File: src/rtl/core/snp_pkg.sv
// ----------------------------------------------------------------------------
// snp_pkg
// Shared constants and controller/datapath interface types for the
// binary packet receiver.
// ----------------------------------------------------------------------------
package snp_pkg;

  localparam int MAX_DATA   = 64;
  localparam int ADDR_W     = $clog2(MAX_DATA);
  localparam int LEN_W      = 7;
  localparam int ITEM_BYTES = 4;
  localparam int CFG_IDX_W  = 3;
  localparam int CFG_DATA_W = 8;

  localparam logic [7:0] SYNC_S = 8'h73;
  localparam logic [7:0] SYNC_N = 8'h6E;
  localparam logic [7:0] SYNC_P = 8'h70;

  // Configuration register indexes.
  localparam logic [CFG_IDX_W-1:0] REG_HAS_DATA_MASK     = 3'd0;
  localparam logic [CFG_IDX_W-1:0] REG_BATCH_FLAG_MASK   = 3'd1;
  localparam logic [CFG_IDX_W-1:0] REG_BATCH_COUNT_SHIFT = 3'd2;
  localparam logic [CFG_IDX_W-1:0] REG_BATCH_COUNT_MASK  = 3'd3;
  localparam logic [CFG_IDX_W-1:0] REG_MAX_PAYLOAD       = 3'd4;
  localparam logic [CFG_IDX_W-1:0] REG_COMMAND_BASE      = 3'd5;
  localparam logic [CFG_IDX_W-1:0] REG_DATA_BASE         = 3'd6;

  // Address classes.
  localparam logic [1:0] CLASS_CONFIG  = 2'd0;
  localparam logic [1:0] CLASS_DATA    = 2'd1;
  localparam logic [1:0] CLASS_COMMAND = 2'd2;

  typedef struct packed {
    logic win_shift;
    logic win_clear;
    logic take_type;
    logic take_addr;
    logic store_byte;
    logic take_chkh;
    logic take_chkl;
    logic ctr_clear;
    logic ctr_inc;
    logic rd_issue;
    logic out_load;
  } snp_cmd_t;

  typedef struct packed {
    logic sync_hit;
    logic len_ok;
    logic len_zero;
    logic data_done;
    logic emit_last;
    logic slot_free;
  } snp_stat_t;

endpackage

File: src/rtl/core/snp_ctrl.sv
// ----------------------------------------------------------------------------
// snp_ctrl
// Parser state machine: walks sync, type, address, payload and checksum
// bytes, then sequences the read-out of the stored payload.
// ----------------------------------------------------------------------------
module snp_ctrl (
  input  logic              clk,
  input  logic              rst,
  input  logic              in_valid,
  output logic              in_ready,
  input  snp_pkg::snp_stat_t stat,
  output snp_pkg::snp_cmd_t  cmd
);
  import snp_pkg::*;

  typedef enum logic [7:0] {
    ST_HUNT = 8'b0000_0001,
    ST_TYPE = 8'b0000_0010,
    ST_ADDR = 8'b0000_0100,
    ST_DATA = 8'b0000_1000,
    ST_CHKH = 8'b0001_0000,
    ST_CHKL = 8'b0010_0000,
    ST_READ = 8'b0100_0000,
    ST_LOAD = 8'b1000_0000
  } state_t;

  state_t state, state_next;
  logic   in_fire;

  always_ff @(posedge clk) begin
    if (rst) begin
      state <= ST_HUNT;
    end else begin
      state <= state_next;
    end
  end

  assign in_ready = (state != ST_READ) && (state != ST_LOAD);
  assign in_fire  = in_valid && in_ready;

  always_comb begin
    cmd        = '0;
    state_next = state;
    unique case (state)
      ST_HUNT: begin
        if (in_fire) begin
          if (stat.sync_hit) begin
            cmd.win_clear = 1'b1;
            cmd.ctr_clear = 1'b1;
            state_next    = ST_TYPE;
          end else begin
            cmd.win_shift = 1'b1;
          end
        end
      end
      ST_TYPE: begin
        if (in_fire) begin
          cmd.take_type = 1'b1;
          if (stat.len_ok) begin
            state_next = ST_ADDR;
          end else begin
            cmd.win_clear = 1'b1;
            state_next    = ST_HUNT;
          end
        end
      end
      ST_ADDR: begin
        if (in_fire) begin
          cmd.take_addr = 1'b1;
          cmd.ctr_clear = 1'b1;
          state_next    = stat.len_zero ? ST_CHKH : ST_DATA;
        end
      end
      ST_DATA: begin
        if (in_fire) begin
          cmd.store_byte = 1'b1;
          if (stat.data_done) begin
            cmd.ctr_clear = 1'b1;
            state_next    = ST_CHKH;
          end else begin
            cmd.ctr_inc = 1'b1;
          end
        end
      end
      ST_CHKH: begin
        if (in_fire) begin
          cmd.take_chkh = 1'b1;
          state_next    = ST_CHKL;
        end
      end
      ST_CHKL: begin
        if (in_fire) begin
          cmd.take_chkl = 1'b1;
          cmd.win_clear = 1'b1;
          cmd.ctr_clear = 1'b1;
          state_next    = ST_READ;
        end
      end
      ST_READ: begin
        cmd.rd_issue = 1'b1;
        state_next   = ST_LOAD;
      end
      ST_LOAD: begin
        if (stat.slot_free) begin
          cmd.out_load = 1'b1;
          if (stat.emit_last) begin
            cmd.ctr_clear = 1'b1;
            state_next    = ST_HUNT;
          end else begin
            cmd.ctr_inc = 1'b1;
            state_next  = ST_READ;
          end
        end
      end
      default: begin
        cmd.win_clear = 1'b1;
        state_next    = ST_HUNT;
      end
    endcase
  end

endmodule

File: src/rtl/core/snp_dp.sv
// ----------------------------------------------------------------------------
// snp_dp
// Parser datapath: configuration registers, sync window, header fields,
// payload memory and the output word register.
// ----------------------------------------------------------------------------
module snp_dp (
  input  logic                          clk,
  input  logic                          rst,
  input  logic                          cfg_we,
  input  logic [snp_pkg::CFG_IDX_W-1:0] cfg_index,
  input  logic [snp_pkg::CFG_DATA_W-1:0] cfg_data,
  input  logic [7:0]                    rx_byte,
  input  snp_pkg::snp_cmd_t              cmd,
  output snp_pkg::snp_stat_t             stat,
  output logic                          out_valid,
  input  logic                          out_ready,
  output logic [7:0]                    pkt_type,
  output logic [7:0]                    reg_address,
  output logic [1:0]                    address_class,
  output logic [snp_pkg::LEN_W-1:0]     payload_length,
  output logic [15:0]                   check_word,
  output logic                          has_byte,
  output logic [snp_pkg::ADDR_W-1:0]    byte_index,
  output logic [7:0]                    payload_byte,
  output logic                          last
);
  import snp_pkg::*;

  // Configuration registers.
  logic [7:0]       has_data_mask;
  logic [7:0]       batch_flag_mask;
  logic [2:0]       batch_count_shift;
  logic [7:0]       batch_count_mask;
  logic [LEN_W-1:0] max_payload;
  logic [7:0]       command_base;
  logic [7:0]       data_base;

  // Parser state.
  logic [15:0]      sync_window;
  logic [1:0]       sync_fill;
  logic [7:0]       held_type;
  logic [7:0]       held_address;
  logic [1:0]       held_class;
  logic [LEN_W-1:0] held_length;
  logic [LEN_W-1:0] byte_counter;
  logic [15:0]      chk_word;

  logic [7:0]       payload_store [MAX_DATA];
  logic [7:0]       rd_data;

  // Type and address decode, and the counter increment.
  logic [7:0]       count_field;
  logic [9:0]       len_full;
  logic [LEN_W-1:0] limit;
  logic [LEN_W-1:0] ctr_plus;
  logic [1:0]       class_next;

  always_ff @(posedge clk) begin
    if (rst) begin
      has_data_mask     <= 8'd128;
      batch_flag_mask   <= 8'd64;
      batch_count_shift <= 3'd2;
      batch_count_mask  <= 8'd15;
      max_payload       <= 7'd60;
      command_base      <= 8'd170;
      data_base         <= 8'd85;
    end else if (cfg_we) begin
      unique case (cfg_index)
        REG_HAS_DATA_MASK:     has_data_mask     <= cfg_data;
        REG_BATCH_FLAG_MASK:   batch_flag_mask   <= cfg_data;
        REG_BATCH_COUNT_SHIFT: batch_count_shift <= cfg_data[2:0];
        REG_BATCH_COUNT_MASK:  batch_count_mask  <= cfg_data;
        REG_MAX_PAYLOAD:       max_payload       <= cfg_data[LEN_W-1:0];
        REG_COMMAND_BASE:      command_base      <= cfg_data;
        REG_DATA_BASE:         data_base         <= cfg_data;
        default: ;
      endcase
    end
  end

  always_comb begin
    count_field = (rx_byte >> batch_count_shift) & batch_count_mask;
    if ((rx_byte & has_data_mask) == 8'd0) begin
      len_full = 10'd0;
    end else if ((rx_byte & batch_flag_mask) != 8'd0) begin
      len_full = 10'(count_field) * 10'(ITEM_BYTES);
    end else begin
      len_full = 10'(ITEM_BYTES);
    end
    limit = (max_payload > LEN_W'(MAX_DATA)) ? LEN_W'(MAX_DATA) : max_payload;

    priority if (rx_byte >= command_base) begin
      class_next = CLASS_COMMAND;
    end else if (rx_byte > data_base) begin
      class_next = CLASS_DATA;
    end else begin
      class_next = CLASS_CONFIG;
    end

    ctr_plus = byte_counter + LEN_W'(1);
  end

  assign stat.sync_hit  = (sync_fill == 2'd2) && (sync_window == {SYNC_S, SYNC_N})
                          && (rx_byte == SYNC_P);
  assign stat.len_ok    = (len_full <= 10'(limit));
  assign stat.len_zero  = (held_length == '0);
  assign stat.data_done = (ctr_plus >= held_length);
  assign stat.emit_last = (held_length == '0) || (ctr_plus == held_length);
  assign stat.slot_free = !out_valid || out_ready;

  always_ff @(posedge clk) begin
    if (rst) begin
      sync_window  <= '0;
      sync_fill    <= '0;
      held_type    <= '0;
      held_address <= '0;
      held_class   <= '0;
      held_length  <= '0;
      byte_counter <= '0;
      chk_word     <= '0;
    end else begin
      if (cmd.win_clear) begin
        sync_window <= '0;
        sync_fill   <= '0;
      end else if (cmd.win_shift) begin
        sync_window <= {sync_window[7:0], rx_byte};
        if (sync_fill != 2'd2) begin
          sync_fill <= sync_fill + 2'd1;
        end
      end
      if (cmd.take_type) begin
        held_type <= rx_byte;
        if (stat.len_ok) begin
          held_length <= len_full[LEN_W-1:0];
        end
      end
      if (cmd.take_addr) begin
        held_address <= rx_byte;
        held_class   <= class_next;
      end
      if (cmd.ctr_clear) begin
        byte_counter <= '0;
      end else if (cmd.ctr_inc) begin
        byte_counter <= ctr_plus;
      end
      if (cmd.take_chkh) begin
        chk_word[15:8] <= rx_byte;
      end
      if (cmd.take_chkl) begin
        chk_word[7:0] <= rx_byte;
      end
    end
  end

  // Payload memory: one write port, one registered read port.
  always_ff @(posedge clk) begin
    if (cmd.store_byte) begin
      payload_store[byte_counter[ADDR_W-1:0]] <= rx_byte;
    end
    if (cmd.rd_issue) begin
      rd_data <= payload_store[byte_counter[ADDR_W-1:0]];
    end
  end

  // Output word register.
  always_ff @(posedge clk) begin
    if (rst) begin
      out_valid <= 1'b0;
    end else if (cmd.out_load) begin
      out_valid <= 1'b1;
    end else if (out_ready) begin
      out_valid <= 1'b0;
    end
  end

  always_ff @(posedge clk) begin
    if (cmd.out_load) begin
      pkt_type       <= held_type;
      reg_address    <= held_address;
      address_class  <= held_class;
      payload_length <= held_length;
      check_word     <= chk_word;
      has_byte       <= !stat.len_zero;
      byte_index     <= stat.len_zero ? '0 : byte_counter[ADDR_W-1:0];
      payload_byte   <= stat.len_zero ? 8'd0 : rd_data;
      last           <= stat.emit_last;
    end
  end

endmodule

File: src/rtl/core/snp_packet_receiver.sv
// ----------------------------------------------------------------------------
// snp_packet_receiver
// Binary packet receiver: finds the "snp" sync sequence in a byte stream,
// parses type, address, payload and checksum, and emits the payload as a
// run of output words.
// ----------------------------------------------------------------------------
//  Channel  | Handshake           | Payload
//  ---------+---------------------+---------------------------------------
//  in       | in_valid / in_ready | rx_byte
//  out      | out_valid/out_ready | pkt_type .. last (one word per byte)
//  cfg      | cfg_we              | cfg_index, cfg_data
//
//  in_ready stays high while parsing. After the checksum's low byte, the
//  payload is read back from the memory's single read port, one output word
//  at a time (read, then load), or one header-only word is loaded; in_ready
//  is low during that run until the last word is loaded. A stalled output
//  holds the word and the run waits. Reset restores the register defaults
//  and the hunting state; there is no clearing pass.
// ----------------------------------------------------------------------------
module snp_packet_receiver (
  input  logic                          clk,
  input  logic                          rst,
  input  logic                          cfg_we,
  input  logic [snp_pkg::CFG_IDX_W-1:0] cfg_index,
  input  logic [snp_pkg::CFG_DATA_W-1:0] cfg_data,
  input  logic                          in_valid,
  output logic                          in_ready,
  input  logic [7:0]                    rx_byte,
  output logic                          out_valid,
  input  logic                          out_ready,
  output logic [7:0]                    pkt_type,
  output logic [7:0]                    reg_address,
  output logic [1:0]                    address_class,
  output logic [snp_pkg::LEN_W-1:0]     payload_length,
  output logic [15:0]                   check_word,
  output logic                          has_byte,
  output logic [snp_pkg::ADDR_W-1:0]    byte_index,
  output logic [7:0]                    payload_byte,
  output logic                          last
);
  import snp_pkg::*;

  snp_cmd_t  cmd;
  snp_stat_t stat;

  snp_ctrl u_ctrl (
    .clk      (clk),
    .rst      (rst),
    .in_valid (in_valid),
    .in_ready (in_ready),
    .stat     (stat),
    .cmd      (cmd)
  );

  snp_dp u_dp (
    .clk            (clk),
    .rst            (rst),
    .cfg_we         (cfg_we),
    .cfg_index      (cfg_index),
    .cfg_data       (cfg_data),
    .rx_byte        (rx_byte),
    .cmd            (cmd),
    .stat           (stat),
    .out_valid      (out_valid),
    .out_ready      (out_ready),
    .pkt_type       (pkt_type),
    .reg_address    (reg_address),
    .address_class  (address_class),
    .payload_length (payload_length),
    .check_word     (check_word),
    .has_byte       (has_byte),
    .byte_index     (byte_index),
    .payload_byte   (payload_byte),
    .last           (last)
  );

endmodule

File: config.mk
export PLATFORM = sky130hd
export DESIGN_NAME = snp_packet_receiver
export DESIGN_NICKNAME = d
export VERILOG_FILES = /design/src/rtl/core/snp_pkg.sv /design/src/rtl/core/snp_ctrl.sv /design/src/rtl/core/snp_dp.sv /design/src/rtl/core/snp_packet_receiver.sv
export SDC_FILE = /design/constraint.sdc
export NUM_CORES = 1
export LEC_CHECK = 0
export BUFFER_PORTS_ARGS = -buffer_cell sky130_fd_sc_hd__buf_2
export CAP_MARGIN = 20
export CORE_MARGIN = 1.5
export CORE_UTILIZATION = 45
export CTS_CLUSTER_SIZE = 40
export DETAILED_ROUTE_END_ITERATION = 12
export GPL_TIMING_DRIVEN = 0
export HOLD_SLACK_MARGIN = 0.15
export MAX_ROUTING_LAYER = met4
export PLACE_DENSITY = 0.64
export SYNTH_ARGS = -nofsm -noshare
export SYNTH_HDL_FRONTEND = slang
export SYNTH_SLANG_ARGS = --single-unit
File: constraint.sdc
create_clock -name clk -period 4.99 [get_ports clk]
set_input_delay 0.2495 -clock clk [delete_from_list [all_inputs] [get_ports clk]]
set_output_delay 0.2495 -clock clk [all_outputs]
set_load 0.02 [all_outputs]
==> summary.txt <==
Status = finished, final reports clean
CTS HTree Levels = 3
Area leader, netlist = edfxtp_1
Max IR drop VDD = 0.307 mV
Crit path max fanout = 10
Initial antenna violation count = 2
Clock slew at reported path FFs = 0.06 ns
CP arrival = 4.91 ns
Area share of the largest cell type after synthesis = 61.5%
Kind of critical path = reg -> reg
Die area = 63900 sq um
Max-Cap Viols = 0
Reg2reg start = u_dp.byte_counter[1]
Post-synth cell types = 78
Comb pwr share = 2.4%
Critical path origin = u_dp.byte_counter[1]
Hold crit path type = in -> reg
DR vias = 17300
Post-synth EDFFs = 575
Critical path, cell by cell = buf_6, nor2b_1, clkbuf_1, clkbuf_1, nand3_1, nor2_1
First-pass GRT wire length = 117000 um
Final Wtd Congestion = 0.986
Setup Buffers After CTS = 0
Root Driver = clkbuf_16
Period utilization = 93.9%
Crit path max-delay cell type = nor2_1
Core Region = 61700 sq um
CP Data Required Time = 5.22 ns
Total CTS buffers = 72
Pins Over Slew Limit = 0
Initial Util = 45.5%
Psw = 0.00252 W
Top-count cell post-synth = edfxtp_1
CTS tree = built
F_max = 213 MHz
Worst slew pin tran = 1.20 ns
Die X = 253 um
Layout cell share with drive strength beyond 1 = 18.3%
Dpl hpwl = 53600 um
Relative slew slack = 19.9%
Yosys warns = 0
CP dominant cell by count = clkbuf_1
Maximum buffer depth of the clock tree = 3
DRC = 0
Main synth FF type = edfxtp_1
Largest net degree at the start of global routing = 68
First drt pass iteration count = 6
Post-synthesis cell count = 1822
Async set-reset flop share out of synthesis = 0%
Clk_lat worst skew = 0.63 ns
Crit path time final = 4.69 ns
Ports = 83
Flop pwr share = 53.4%
Largest stage delay on the critical path = 1.03 ns
Overall Global Routing Usage = 26.5%
Port bufs = 78
Leak = 10.9 nW
RSZ-0062 raised after global routing = false
P_int = 0.00930 W
Routed wire per std cell = 28.2 um
Fillers = 5082
Via density = 5.97
Row cnt = 91
Area growth from synthesis to layout = 14.7%
Post-Syn Area = 28100 sq um
Vias in the first global route = 16700
Post-CTS sizing = 0
DR iter-0 viols = 2197
Nets = 2058
Setup violators final = 0
CTS sink cnt = 698
Final ANT Viol Nets = 0
Buf/Inv on CP = 3
Die height = 253 um
Top post-synthesis cells by area = edfxtp_1 (62%), dfxtp_1 (8.8%), mux4_2 (5.4%), mux2i_1 (3.7%), nor2_1 (2.4%)
Leading cell types by count after synthesis = edfxtp_1 (575), nor2_1 (180), nand2_1 (130), dfxtp_1 (123), mux2i_1 (103)
Power per cell area = 367 nW/um^2
Pre-CTS worst setup slack = 0.374 ns
CP Launch Type = register
Net Sw Frac = 21.3%
Setup_tns = 0 ns
Critical path's top delay family = simple AND/OR/NAND/NOR gates
Syn_area_per_cell = 15.4 sq um
Clock network power share = 44.2%
Final Hold Viols = 0
Crit. End Element = register
Sequential cell area fraction in the yosys report = 70.3%
HP Start = rx_byte[3]
Final WL = 82000 um
Worst Setup Slack, final = 0.304 ns
Worst Clk Skew = 0.0282 ns
Post-synthesis sequential element count = 698
GRT overflow = 0
[cells by family (layout without fill, tap and decap cells)]
group                      Yosys count  after routing  share of synthesized area (%)
adders and majority gates           28             28                           1.25
AOI/OAI and AO/OA                  267            267                           6.74
xor gates and xnor gates            14             14                          0.437
DFF                                698            698                           70.3
other                                1              4                         0.0134
muxes                              218            218                           11.0
and+or+nand+nor                    454            454                           7.78
buffers and inverters              142            382                           2.51
[path summary, 6_finish.rpt]
path | end | depth (start not counted) | slack [ns]
max reg2reg | u_dp.payload_store[51][0] | 6 | 0.30
max | u_dp.payload_store[51][0] | 6 | 0.30
min | u_dp.payload_store[20][3] | 1 | 0.20
min reg2reg | u_dp.reg_address[5] | 0 | 0.43
[sequential cells by signal, indices dropped and copies added, names as in the netlist, 16 cells and up]
signal	count
u_dp.payload_store	512
u_dp.check_word	16
u_dp.sync_window	16
u_dp.chk_word	16
[per-stage QoR]
| stage | hold slack, ns | area (sq um) | std cells | total power [W] | util, % |
|---|---|---|---|---|---|
| finish | 0.197 | 32200 | 2902 | 0.0118 | 52.2 |
| global route | 0.190 | 32200 | 2902 | 0.0121 | 52.2 |
| CTS | 0.180 | 32200 | 2898 | 0.0119 | 52.1 |
| detailed placement | 0.418 | 29700 | 2747 | 0.00670 | 48.1 |
| global placement | 0.416 | 29500 | 2738 | 0.00668 | 47.8 |
| floorplan | 0.348 | 28100 | 1823 | 0.00655 | - |
[timing repair]
| action | CTS | global route |
|---|---|---|
| setup endpoints to repair | 0 | 0 |
| hold buffers | 20 | 1 |
| hold endpoints to repair | 92 | 16 |
[cell type report]
class | instances | area (sq um) | area share, %
diodes | 2 | 5.00 | 0.0155
flip-flops and latches | 698 | 19700 | 61.3
repair buffers | 109 | 796 | 2.47
inverters | 35 | 131 | 0.408
clock buffers | 93 | 1920 | 5.97
well taps | 837 | 1050 | 3.25
plain buffers | 107 | 574 | 1.78
multi-input cells | 983 | 7630 | 23.7
clock inverters | 38 | 348 | 1.08
[power groups by stage]
stage	combinational (W)	sequential, W	clock, W
finish	0.000280	0.00632	0.00523
global route	0.000303	0.00631	0.00549
CTS	0.000275	0.00632	0.00527
detailed placement	0.000264	0.00644	0
global placement	0.000240	0.00644	0
floorplan	0.000113	0.00644	0
[layer usage]
metal / share of wire [%] / vias to the layer above / track usage (%)
met2: 44 / 979 / 38.0
met1: 42 / 8763 / 37.0
met4: 2.9 / 0 / 8.43
li1: - / 7424 / -
met3: 11 / 167 / 6.84
met5: 0 / - / -
[cells in the final DEF (no fill, tap or decap), types with 15 or more instances in the layout]
cell type and n:
a221oi_1 48, o21ai_0 27, clkbuf_16 72, ha_1 28
clkbuf_1 61, dfxtp_1 123, mux4_2 67, a22oi_1 36
o22ai_1 23, inv_1 33, nand3b_1 17, mux2i_1 103
clkinv_1 15, dlygate4sd3_1 21, nand3_1 26, nand2_1 130
edfxtp_1 575, nor2_1 180, mux2_2 46, buf_2 113
a21oi_1 62, nor2b_1 33
No activity file was read; power rests on OpenSTA's default activity.
